==> src/hw/rtl/temp_reply_frame_parser_macros.svh <==
// Assertion helpers for the reply frame parser.
`ifndef TEMP_REPLY_FRAME_PARSER_MACROS_SVH
`define TEMP_REPLY_FRAME_PARSER_MACROS_SVH

// Same-cycle implication, disabled while in reset.
`define TRFP_ASSERT_NOW(label, clk, rst_n, ante, cons, msg) \
    label: assert property (@(posedge clk) disable iff (!rst_n) (ante) |-> (cons)) \
        else $error(msg);

// Next-cycle implication, disabled while in reset.
`define TRFP_ASSERT_NEXT(label, clk, rst_n, ante, cons, msg) \
    label: assert property (@(posedge clk) disable iff (!rst_n) (ante) |=> (cons)) \
        else $error(msg);

`endif

==> src/hw/rtl/trfp_pkg.sv <==
`default_nettype none

package trfp_pkg;

    localparam logic [7:0] ASCII_CR = 8'h0D;
    localparam logic [7:0] ASCII_LF = 8'h0A;
    localparam logic [7:0] ASCII_O  = 8'h4F;
    localparam logic [7:0] ASCII_K  = 8'h4B;

    localparam int FIELD_SPAN   = 5;
    localparam int FIELD_DIGITS = 4;

    localparam logic [5:0] OFFSET_MAX = 6'd63;

    typedef enum logic [1:0] {
        REQ_NONE      = 2'd0,
        REQ_READ_TEMP = 2'd1,
        REQ_SET_ONE   = 2'd2,
        REQ_SET_ALL   = 2'd3
    } t_request;

    typedef enum logic {
        CMD_RX_BYTE   = 1'b0,
        CMD_READ_TEMP = 1'b1
    } t_cmd;

    typedef struct packed {
        logic       bad;
        logic [3:0] nib;
    } t_hex;

    function automatic t_hex hex_value(input logic [7:0] c);
        t_hex h;
        h.bad = 1'b0;
        h.nib = 4'd0;
        if (c >= 8'h30 && c <= 8'h39) begin
            h.nib = 4'(c - 8'h30);
        end else if (c >= 8'h41 && c <= 8'h46) begin
            h.nib = 4'(c - 8'h37);
        end else if (c >= 8'h61 && c <= 8'h66) begin
            h.nib = 4'(c - 8'h57);
        end else begin
            h.bad = 1'b1;
        end
        return h;
    endfunction

    // Upper-case hex character of one nibble.
    function automatic logic [7:0] hex_char(input logic [3:0] nib);
        logic [7:0] c;
        if (nib < 4'd10) begin
            c = 8'h30 + {4'd0, nib};
        end else begin
            c = 8'h37 + {4'd0, nib};
        end
        return c;
    endfunction

endpackage

`default_nettype wire

==> src/hw/rtl/temp_reply_frame_parser.sv <==
// Each byte or read is handled in a single pass: input register, then result register.
// Throughput: one input transaction per cycle unless i_ready stalls the result register.
// Frame parsing state updates in the pass stage; the result register stalls only on i_ready.
// Reset: i_rst_n synchronous active low; clears frame state, last_request and stored temps.
// Staged field values have no reset and are copied only once fully written in a frame.
`default_nettype none

module temp_reply_frame_parser #(
    parameter int CHANNELS = 8
) (
    input  wire logic        i_clk,
    input  wire logic        i_rst_n,
    input  wire logic        i_valid,
    output logic             o_ready,
    input  wire logic        i_cmd,
    input  wire logic [7:0]  i_rx_byte,
    input  wire logic [3:0]  i_channel,
    output logic             o_valid,
    input  wire logic        i_ready,
    output logic             o_frame_end,
    output logic             o_checksum_ok,
    output logic             o_reply_ok,
    output logic             o_temps_updated,
    output logic [15:0]      o_temperature,
    input  wire logic        i_cfg_we,
    input  wire logic [1:0]  i_cfg_wdata
);

    localparam int         IDX_W    = (CHANNELS > 1) ? $clog2(CHANNELS) : 1;
    localparam logic [5:0] SPAN_ALL = 6'(trfp_pkg::FIELD_SPAN * CHANNELS);
    localparam logic [2:0] POS_LAST = 3'(trfp_pkg::FIELD_SPAN - 1);
    localparam logic [2:0] DIG_LAST = 3'(trfp_pkg::FIELD_DIGITS - 1);
    localparam logic [3:0] CH_MAX   = 4'(CHANNELS);

    // input register
    logic        r_in_valid;
    logic        r_in_cmd;
    logic [7:0]  r_in_byte;
    logic [3:0]  r_in_ch;

    // config
    trfp_pkg::t_request r_last_req;

    // frame state
    logic [7:0]  r_sum,       n_sum;
    logic [7:0]  r_hist [3];
    logic [7:0]  n_hist [3];
    logic [1:0]  r_hist_cnt,  n_hist_cnt;
    logic        r_first,     n_first;
    logic        r_ok_found,  n_ok_found;
    logic [5:0]  r_offset,    n_offset;
    logic [2:0]  r_pos,       n_pos;
    logic [IDX_W-1:0] r_idx,  n_idx;
    logic [15:0] r_acc,       n_acc;
    logic        r_field_err, n_field_err;
    logic [7:0]  r_prev,      n_prev;
    logic        r_prev_v,    n_prev_v;

    logic [15:0] r_staged  [CHANNELS];
    logic [15:0] r_current [CHANNELS];

    // result register
    logic        r_out_valid;
    logic        r_out_fe, r_out_cks, r_out_rep, r_out_upd;
    logic [15:0] r_out_temp;

    logic        w_adv;
    logic        w_take;
    logic        w_is_read;
    logic        w_frame_end;
    logic        w_cks, w_rep, w_upd;
    logic        w_tail_ok;
    logic [7:0]  w_last_hist;
    logic [15:0] w_rd_temp;
    logic [3:0]  w_ch_m1;
    logic        w_stg_we;
    logic [IDX_W-1:0] w_stg_idx;
    logic [15:0] w_stg_data;
    logic [7:0]  w_b;
    logic [5:0]  w_o_new;
    trfp_pkg::t_hex w_hex;

    assign w_adv   = !r_out_valid || i_ready;
    assign o_ready = !r_in_valid || w_adv;
    assign w_take  = r_in_valid && w_adv;

    always_ff @(posedge i_clk) begin
        if (!i_rst_n) begin
            r_in_valid <= 1'b0;
        end else if (o_ready) begin
            r_in_valid <= i_valid;
        end
    end

    always_ff @(posedge i_clk) begin
        if (o_ready && i_valid) begin
            r_in_cmd  <= i_cmd;
            r_in_byte <= i_rx_byte;
            r_in_ch   <= i_channel;
        end
    end

    always_ff @(posedge i_clk) begin
        if (!i_rst_n) begin
            r_last_req <= trfp_pkg::REQ_NONE;
        end else if (i_cfg_we) begin
            r_last_req <= trfp_pkg::t_request'(i_cfg_wdata);
        end
    end

    assign w_is_read = (trfp_pkg::t_cmd'(r_in_cmd) == trfp_pkg::CMD_READ_TEMP);
    assign w_b       = r_in_byte;

    always_comb begin
        case (r_hist_cnt)
            2'd1:    w_last_hist = r_hist[0];
            2'd2:    w_last_hist = r_hist[1];
            2'd3:    w_last_hist = r_hist[2];
            default: w_last_hist = 8'd0;
        endcase
    end

    assign w_frame_end = !w_is_read && (w_b == trfp_pkg::ASCII_LF) && (r_hist_cnt != 2'd0)
                         && (w_last_hist == trfp_pkg::ASCII_CR);

    assign w_cks = (r_hist_cnt == 2'd3)
                   && (r_hist[0] == trfp_pkg::hex_char(r_sum[7:4]))
                   && (r_hist[1] == trfp_pkg::hex_char(r_sum[3:0]));

    // "OK" still held in the history, excluding the CR
    assign w_tail_ok =
        (r_hist_cnt >= 2'd2 && r_prev_v && r_prev == trfp_pkg::ASCII_O
            && r_hist[0] == trfp_pkg::ASCII_K)
        || (r_hist_cnt == 2'd3 && r_hist[0] == trfp_pkg::ASCII_O
            && r_hist[1] == trfp_pkg::ASCII_K);

    assign w_rep = r_ok_found || w_tail_ok;
    assign w_upd = r_ok_found && (r_last_req == trfp_pkg::REQ_READ_TEMP) && !r_field_err
                   && (r_offset >= SPAN_ALL);

    assign w_ch_m1 = r_in_ch - 4'd1;
    always_comb begin
        w_rd_temp = 16'd0;
        if (r_in_ch >= 4'd1 && r_in_ch <= CH_MAX) begin
            w_rd_temp = r_current[w_ch_m1[IDX_W-1:0]];
        end
    end

    assign w_o_new = (r_offset < trfp_pkg::OFFSET_MAX) ? r_offset + 6'd1 : r_offset;
    assign w_hex   = trfp_pkg::hex_value(r_hist[0]);

    always_comb begin
        n_sum       = r_sum;
        n_hist      = r_hist;
        n_hist_cnt  = r_hist_cnt;
        n_first     = r_first;
        n_ok_found  = r_ok_found;
        n_offset    = r_offset;
        n_pos       = r_pos;
        n_idx       = r_idx;
        n_acc       = r_acc;
        n_field_err = r_field_err;
        n_prev      = r_prev;
        n_prev_v    = r_prev_v;
        w_stg_we    = 1'b0;
        w_stg_idx   = r_idx;
        w_stg_data  = 16'd0;
        if (w_take && !w_is_read) begin
            if (w_frame_end) begin
                n_sum       = 8'd0;
                n_hist[0]   = 8'd0;
                n_hist[1]   = 8'd0;
                n_hist[2]   = 8'd0;
                n_hist_cnt  = 2'd0;
                n_first     = 1'b1;
                n_ok_found  = 1'b0;
                n_offset    = 6'd0;
                n_acc       = 16'd0;
                n_field_err = 1'b0;
                n_prev      = 8'd0;
                n_prev_v    = 1'b0;
            end else if (r_hist_cnt == 2'd3) begin
                // oldest byte leaves the history and is checked
                if (r_first) begin
                    n_first = 1'b0;
                end else begin
                    n_sum = r_sum + r_hist[0];
                end
                if (!r_ok_found) begin
                    if (r_prev_v && r_prev == trfp_pkg::ASCII_O
                            && r_hist[0] == trfp_pkg::ASCII_K) begin
                        n_ok_found = 1'b1;
                        n_offset   = 6'd0;
                    end
                end else begin
                    n_offset = w_o_new;
                    if (w_o_new == 6'd2) begin
                        n_pos = 3'd0;
                        n_idx = '0;
                    end else if (r_pos == POS_LAST) begin
                        n_pos = 3'd0;
                        n_idx = r_idx + 1'b1;
                    end else begin
                        n_pos = r_pos + 3'd1;
                    end
                    if (w_o_new >= 6'd2 && w_o_new <= SPAN_ALL && n_pos <= DIG_LAST) begin
                        if (w_hex.bad) begin
                            n_field_err = 1'b1;
                        end
                        n_acc = {r_acc[11:0], w_hex.nib};
                        if (n_pos == DIG_LAST) begin
                            w_stg_we   = 1'b1;
                            w_stg_idx  = n_idx;
                            w_stg_data = n_acc;
                            n_acc      = 16'd0;
                        end
                    end
                end
                n_prev    = r_hist[0];
                n_prev_v  = 1'b1;
                n_hist[0] = r_hist[1];
                n_hist[1] = r_hist[2];
                n_hist[2] = w_b;
            end else begin
                n_hist[r_hist_cnt] = w_b;
                n_hist_cnt         = r_hist_cnt + 2'd1;
            end
        end
    end

    always_ff @(posedge i_clk) begin
        if (!i_rst_n) begin
            r_sum       <= 8'd0;
            r_hist[0]   <= 8'd0;
            r_hist[1]   <= 8'd0;
            r_hist[2]   <= 8'd0;
            r_hist_cnt  <= 2'd0;
            r_first     <= 1'b1;
            r_ok_found  <= 1'b0;
            r_offset    <= 6'd0;
            r_acc       <= 16'd0;
            r_field_err <= 1'b0;
            r_prev      <= 8'd0;
            r_prev_v    <= 1'b0;
        end else begin
            r_sum       <= n_sum;
            r_hist      <= n_hist;
            r_hist_cnt  <= n_hist_cnt;
            r_first     <= n_first;
            r_ok_found  <= n_ok_found;
            r_offset    <= n_offset;
            r_acc       <= n_acc;
            r_field_err <= n_field_err;
            r_prev      <= n_prev;
            r_prev_v    <= n_prev_v;
        end
    end

    always_ff @(posedge i_clk) begin
        r_pos <= n_pos;
        r_idx <= n_idx;
        if (w_stg_we) begin
            r_staged[w_stg_idx] <= w_stg_data;
        end
    end

    always_ff @(posedge i_clk) begin
        if (!i_rst_n) begin
            for (int i = 0; i < CHANNELS; i++) begin
                r_current[i] <= 16'd0;
            end
        end else if (w_take && w_frame_end && w_upd) begin
            r_current <= r_staged;
        end
    end

    always_ff @(posedge i_clk) begin
        if (!i_rst_n) begin
            r_out_valid <= 1'b0;
        end else if (w_adv) begin
            r_out_valid <= w_take && (w_is_read || w_frame_end);
        end
    end

    always_ff @(posedge i_clk) begin
        if (w_take && (w_is_read || w_frame_end)) begin
            r_out_fe   <= w_frame_end;
            r_out_cks  <= w_frame_end && w_cks;
            r_out_rep  <= w_frame_end && w_rep;
            r_out_upd  <= w_frame_end && w_upd;
            r_out_temp <= w_is_read ? w_rd_temp : 16'd0;
        end
    end

    assign o_valid         = r_out_valid;
    assign o_frame_end     = r_out_fe;
    assign o_checksum_ok   = r_out_cks;
    assign o_reply_ok      = r_out_rep;
    assign o_temps_updated = r_out_upd;
    assign o_temperature   = r_out_temp;

`include "temp_reply_frame_parser_macros.svh"

    `TRFP_ASSERT_NOW(a_read_flags_clear, i_clk, i_rst_n, o_valid && !o_frame_end,
        !o_checksum_ok && !o_reply_ok && !o_temps_updated, "read result carries frame flags")
    `TRFP_ASSERT_NOW(a_upd_needs_ok, i_clk, i_rst_n, o_valid && o_temps_updated,
        o_frame_end && o_reply_ok, "update without OK frame end")
    `TRFP_ASSERT_NOW(a_frame_temp_zero, i_clk, i_rst_n, o_valid && o_frame_end,
        o_temperature == 16'd0, "frame end result has nonzero temperature")
    `TRFP_ASSERT_NEXT(a_frame_clears, i_clk, i_rst_n, w_take && w_frame_end,
        r_hist_cnt == 2'd0 && r_first && !r_ok_found && o_valid && o_frame_end,
        "frame state not cleared after frame end")

endmodule

`default_nettype wire
==> config.mk <==
export PLATFORM = sky130hd
export DESIGN_NAME = temp_reply_frame_parser
export DESIGN_NICKNAME = d
export VERILOG_FILES = /design/src/hw/rtl/trfp_pkg.sv /design/src/hw/rtl/temp_reply_frame_parser.sv
export VERILOG_INCLUDE_DIRS = /design/src /design/src/hw/rtl
export SDC_FILE = /design/constraint.sdc
export NUM_CORES = 1
export LEC_CHECK = 0
export ABC_AREA = 1
export BUFFER_PORTS_ARGS = -buffer_cell sky130_fd_sc_hd__buf_2
export CORE_ASPECT_RATIO = 0.5
export CORE_MARGIN = 3
export CORE_UTILIZATION = 55
export DETAILED_ROUTE_END_ITERATION = 10
export GPL_TIMING_DRIVEN = 0
export MAX_ROUTING_LAYER = met4
export PLACE_DENSITY_LB_ADDON = 0.12
export SLEW_MARGIN = 5
export SYNTH_ARGS = -nofsm -noshare
export SYNTH_HDL_FRONTEND = slang
export SYNTH_SLANG_ARGS = --single-unit
==> constraint.sdc <==
create_clock -name i_clk -period 8.78 [get_ports i_clk]
set_clock_uncertainty 0.1 [all_clocks]
set_input_delay 0.878 -clock i_clk [delete_from_list [all_inputs] [get_ports i_clk]]
set_output_delay 0.878 -clock i_clk [all_outputs]
set_load 0.01 [all_outputs]
* Word level (Yosys, flattened, before mapping)
Cells that the tools add are included.
** Storage, ports and cells
- Input port bits :: 20
- Word-level logic and storage cells :: 227
- Output and inout bits :: 22
- Flip-flop bits (word level) :: 363
** Operators by class
- $lt $le $gt $ge :: 21
- Bitwise gates (word level) :: 4
- Equality and inequality tests :: 17
- Reductions and logical operators :: 55
- Add/sub/neg operators :: 13
- Muxes and demuxes :: 76
** Operator list (number)
- $mux 16 :: 9
- $bwmux 128 :: 1
- $mux 12 :: 5
- $bmux 16 s3 :: 1
- $demux 16 s3 :: 1
- $mux 24 :: 2
- $mux 8 :: 6
- $mux 3 :: 14
- $eq 8x7->1 const B :: 4
- $logic_and 1x1->1 :: 32
- $mux 6 :: 5
- $add 6x4->7 const A :: 4
- $bwmux 24 :: 1
- $pmux 8 s3 :: 1
- $mux 1 :: 22
- $demux 8 s2 :: 1
- $eq 8x4->1 const B :: 2
- $ge 8x7->1 const B :: 2
- $le 8x7->1 const B :: 2
- $mux 7 :: 2
- $mux 4 :: 3
- $reduce_bool 2->1 :: 5
- $add 8x8->8 :: 1
- $eq 8x7->1 :: 1
- 40 further kinds :: 59

* Logic depth before layout (Yosys ltp)
- Word-level depth :: 21
- Gate-level depth with buffers :: 17
- Depth with buffers taken out :: 16

* Worst setup path after synthesis
Ideal clock, no wire load.
- Kind :: flip-flop to flip-flop
- Start :: reg r_hist_cnt[1]
- End :: reg r_staged[0] (netlist bit) (enable)
- Arrival :: 2893 ps
- Path slack :: 5399 ps
- Data required time :: 8292 ps
- Setup time :: 388 ps
- Clock period less this slack :: 3381 ps
- Cell stages (with the launch flop) :: 14
- Path buffers :: 2
- Cell sequence :: dfxtp_1 clkbuf_1 inv_1 ha_1 buf_4 nand2_1 nand3_1 nand3_1 nor2_2 nand2_4 nand3_2 nor2_2 nand4_1 nor2_1
** Between the ends
- Longest elaborated chain between the ends :: 6
- Elaborated cells on any way between the ends :: 11
- Classes of those cells :: eq/ne (4); mux (4); reduce/logical (3)
** RTL lines
- start, declared :: RTL line temp_reply_frame_parser.sv:48 : logic [1:0] r_hist_cnt, n_hist_cnt;
- start signal, assigned :: RTL line temp_reply_frame_parser.sv:248 : r_hist_cnt <= n_hist_cnt;
- $eq 2x2->1 (tied with other cells) :: RTL line temp_reply_frame_parser.sv:115, temp_reply_frame_parser.sv:182
- $pmux 8 s3 :: RTL line temp_reply_frame_parser.sv:115 : case (r_hist_cnt)
- $eq 8x4->1 :: RTL line temp_reply_frame_parser.sv:124 : && (w_last_hist == trfp_pkg::ASCII_CR);
- $logic_and 1x1->1 :: RTL line temp_reply_frame_parser.sv:124
- $mux 1 * :: RTL line temp_reply_frame_parser.sv:169 : if (w_frame_end) begin
- $mux 1 * :: RTL line temp_reply_frame_parser.sv:168 : if (w_take && !w_is_read) begin
- end signal, assigned by index :: RTL line temp_reply_frame_parser.sv:263 : r_staged[w_stg_idx] <= w_stg_data;
- end, declared :: RTL line temp_reply_frame_parser.sv:59 : logic [15:0] r_staged [CHANNELS];
Mark *: on every way between the ends. The rest lies on a longest branch, timed or not.
A chain may end at the register's enable or synchronous reset.

* Worst setup path after layout
- Start :: reg r_hist_cnt[1]
- End :: reg r_staged[7] (netlist bit), data pin
** Between the ends
- Elaborated cells on any way between the ends :: 21
- Classes of those cells :: order compare (2); eq/ne (4); mux (10); bitwise (1); reduce/logical (4)
** RTL lines
- $eq 2x2->1 (tied with other cells) :: RTL line temp_reply_frame_parser.sv:115, temp_reply_frame_parser.sv:182
- $pmux 8 s3 :: RTL line temp_reply_frame_parser.sv:115
- $eq 8x4->1 :: RTL line temp_reply_frame_parser.sv:124
- $logic_and 1x1->1 :: RTL line temp_reply_frame_parser.sv:124
- $mux 16 * :: RTL line temp_reply_frame_parser.sv:169
- $mux 16 * :: RTL line temp_reply_frame_parser.sv:168
- via w_stg_data[7] :: RTL line temp_reply_frame_parser.sv:78 : logic [15:0] w_stg_data;
- $bwmux 128 * :: RTL line temp_reply_frame_parser.sv:263
Mark *: on every way through the listed nets, which the timed path passes. The rest lies on a longest branch.

==> impl_metrics.toml <==
[run_status]
status = "complete, no violations"

[place]
io_buffers = 40
pre_cts_slack_ns = 4.11
placed_area_mm2 = 0.0169
dp_hpwl_um = 31000
gp_congestion = 0.964

[floorplanning]
die_area_mm2 = 0.0316
initial_utilization_pct = 57.0
rows = 43
core_area_mm2 = 0.0283
die_w_um = 248
dieHeight_um = 127
io_pins = 42

[cts]
root_buffer = "clkbuf_16"
cts-hold-fix-buffers = 0
clock-sinks = 363
cts_resized = 0
cts_made_buffers = 34
post_cts_buffers = 0
cts_tree = "built"
cts_max_level = 2
clkTransAtPathRegs_ns = 0.07
cts.path.max_buffers = 3
clkLatencyLatePin_ns = 0.52

[yosys]
yosys-top-cells-count = "229 x inv_1, 196 x dfxtp_1, 186 x nand2_1, 186 x nor2_1, 167 x edfxtp_1"
syn_avg_cell_area_um2 = 9.36
synth_area_leaders = "edfxtp_1 31%, dfxtp_1 24%, a21oi_2 6.5%"
synth_top_area_share_pct = 31.1
synth_flop_cell = "dfxtp_1"
syn-cell-area_mm2 = 0.0161
synth_cells = 1725
synth-edff-count = 167
ys_warn_count = 0
yosysTopAreaCell = "edfxtp_1"
yosysSeqAreaShare_pct = 55.4
ys_types = 48
synth_nets = 1771
yosysMostFrequentCell = "inv_1"
synthArstFlopShare_pct = 0
synth-seq-cells = 363

[route]
num_vias = 12554
finalWirelength_um = 44500
wl_per_cell_um = 20.1
vias_per_cell = 5.67
dr.pass1.iters = 5
drt-initial-drc-count = 1236
antenna_left = 0
drcViolationCount = 0

[critical_path]
worstReg2RegStart = "r_hist_cnt[1]"
r2r-end = "r_staged[7]"
critPathKind = "flop to flop"
cp-startpoint = "r_hist_cnt[1]"
rrSetupSlack_ns = 4.09
endpoint = "r_staged[7]"
cp.arrival_ns = 4.71
endpoint_kind = "flop"
reg2reg_depth = 14
worstPathRequired_ns = 8.79
setup.worst_path.start_class = "flop"
crit_fanout = 10

[timing]
fin_setup_tns_ns = 0
timing.final.crit_period_ns = 4.69
setup_viol = 0
hold_violations = 0
grt_setup_unrepaired = "false"
post-route-period-util_pct = 53.4
worst_pin_slew_ns = 1.43
holdWs_ns = 0.366
max_freq_mhz = 213
fin_ws_ns = 4.09
maxSlewViolCount = 0
slew_headroom_pct = 4.12

[global_routing]
grt_usage_pct = 29.5
grt_pass1_wl_um = 68700
overflow = 0
grt_pass1_vias = 12131
grt_max_degree = 21
antenna_found_initial = 4

[run]
maxCapViolCount = 0

[finish]
final_area_mm2 = 0.0181
fin_nets = 1852
syn2layout_area_growth_pct = 12.0
drive_gt1_share_pct = 16.4

[power]
power_uw = 3460
p_leak_uw = 0.00747
vdd_ir_drop_max_mv = 0.165
cellPowerDensity_mw_per_mm2 = 191

[hold_path]
worstHoldPathCells = 2
hp-class = "flop to flop"
state kept, by name, indices dropped and copies added, names as in the netlist, 2 cells and up:
register       flops
r_acc             12
r_offset           6
r_idx              3
r_last_req         2
r_staged         128
r_current        128
r_pos              3
r_in_byte          8
o_temperature     16
r_in_ch            4
r_hist_cnt         2
r_prev             8
r_sum              8
r_hist            24
worst max-delay path, stage by stage, from the launching register on:
cell and delay, ns:
dfxtp_1 0.35, clkbuf_1 0.38, inv_1 0.20, ha_1 0.27, buf_4 0.18, nand2_1 0.08, nand3_1 0.13, nand3_1 0.13
nor2_2 0.06, nand2_4 0.16, nand3_2 0.19, nor2_2 0.44, nand3_2 0.26, buf_2 0.27, nor2_1 1.08
report_power, final:
part | switching (uW) | total [uW] | internal [uW]
Sequential | 7.66 | 1770 | 1760
Clock | 648 | 1540 | 893
Combinational | 105 | 143 | 38.4
Total | 760 | 3460 | 2700
stage by stage:
stage / util [%] / instances
after floorplan: - / 1725
after global placement: 59.4 / 2147
after detailed placement: 59.8 / 2152
after CTS: 63.8 / 2213
after global routing: 63.9 / 2213
final: 63.9 / 2214
layout by cell type, fill, tap and decap left out, types with 6 or more instances in the layout:
master | synthesis | final
nor3_1 | 13 | 12
a21oi_2 | 120 | 120
buf_12 | 11 | 11
buf_4 | 15 | 15
inv_1 | 229 | 229
o21ai_1 | 106 | 106
buf_6 | 7 | 8
clkbuf_1 | 48 | 58
nor2_1 | 186 | 175
a21oi_1 | 75 | 75
nand3_1 | 55 | 55
nand4_1 | 14 | 14
clkbuf_16 | 0 | 36
nand2_1 | 186 | 186
o21ai_0 | 149 | 149
a31oi_1 | 21 | 21
ha_1 | 25 | 25
dfxtp_1 | 196 | 196
edfxtp_1 | 167 | 167
nand3_2 | 6 | 6
xor2_1 | 10 | 10
nor2_2 | 6 | 17
o22ai_1 | 17 | 17
buf_2 | 5 | 45
xnor2_1 | 8 | 8
worst min-delay path by stage:
stage | start | to | slack (ns)
3_3_place_gp | r_prev_v | r_prev_v | 0.35
5_1_grt | r_prev[6] | r_prev[6] | 0.39
3_5_place_dp | r_prev_v | r_prev_v | 0.36
2_1_floorplan | r_field_err | r_field_err | 0.33
6_report | r_hist[15] | r_hist[15] | 0.37
4_1_cts | r_prev_v | r_prev_v | 0.37
layer usage:
metal	track usage, %	vias to the layer above	wire length [um]
li1	-	5938	-
met1	41.6	6001	20100
met5	-	-	0
met4	10.6	0	1590
met2	42.2	507	18700
met3	6.48	108	4090
cells by family after synthesis:
kind of cell / Yosys count / share of synthesized area (%)
AO/OA/AOI/OAI: 506 / 19.1
AND/OR/NAND/NOR: 488 / 13.1
flip-flops: 363 / 55.4
buffers and inverters: 324 / 9.37
adder cells (fa/ha/maj): 26 / 2.06
XOR/XNOR: 18 / 0.977
cell type report:
| type | count | area (um2) |
|---|---|---|
| fill | 2391 | 10200 |
| multi-input combinational | 1038 | 5720 |
| timing repair buffer | 45 | 272 |
| clock buffer | 48 | 966 |
| clock inverter | 13 | 179 |
| buffer | 89 | 629 |
| tap | 382 | 478 |
| antenna | 1 | 2.50 |
| inverter | 235 | 883 |
| sequential | 363 | 8940 |
No activity file was read; power rests on OpenSTA's default activity.
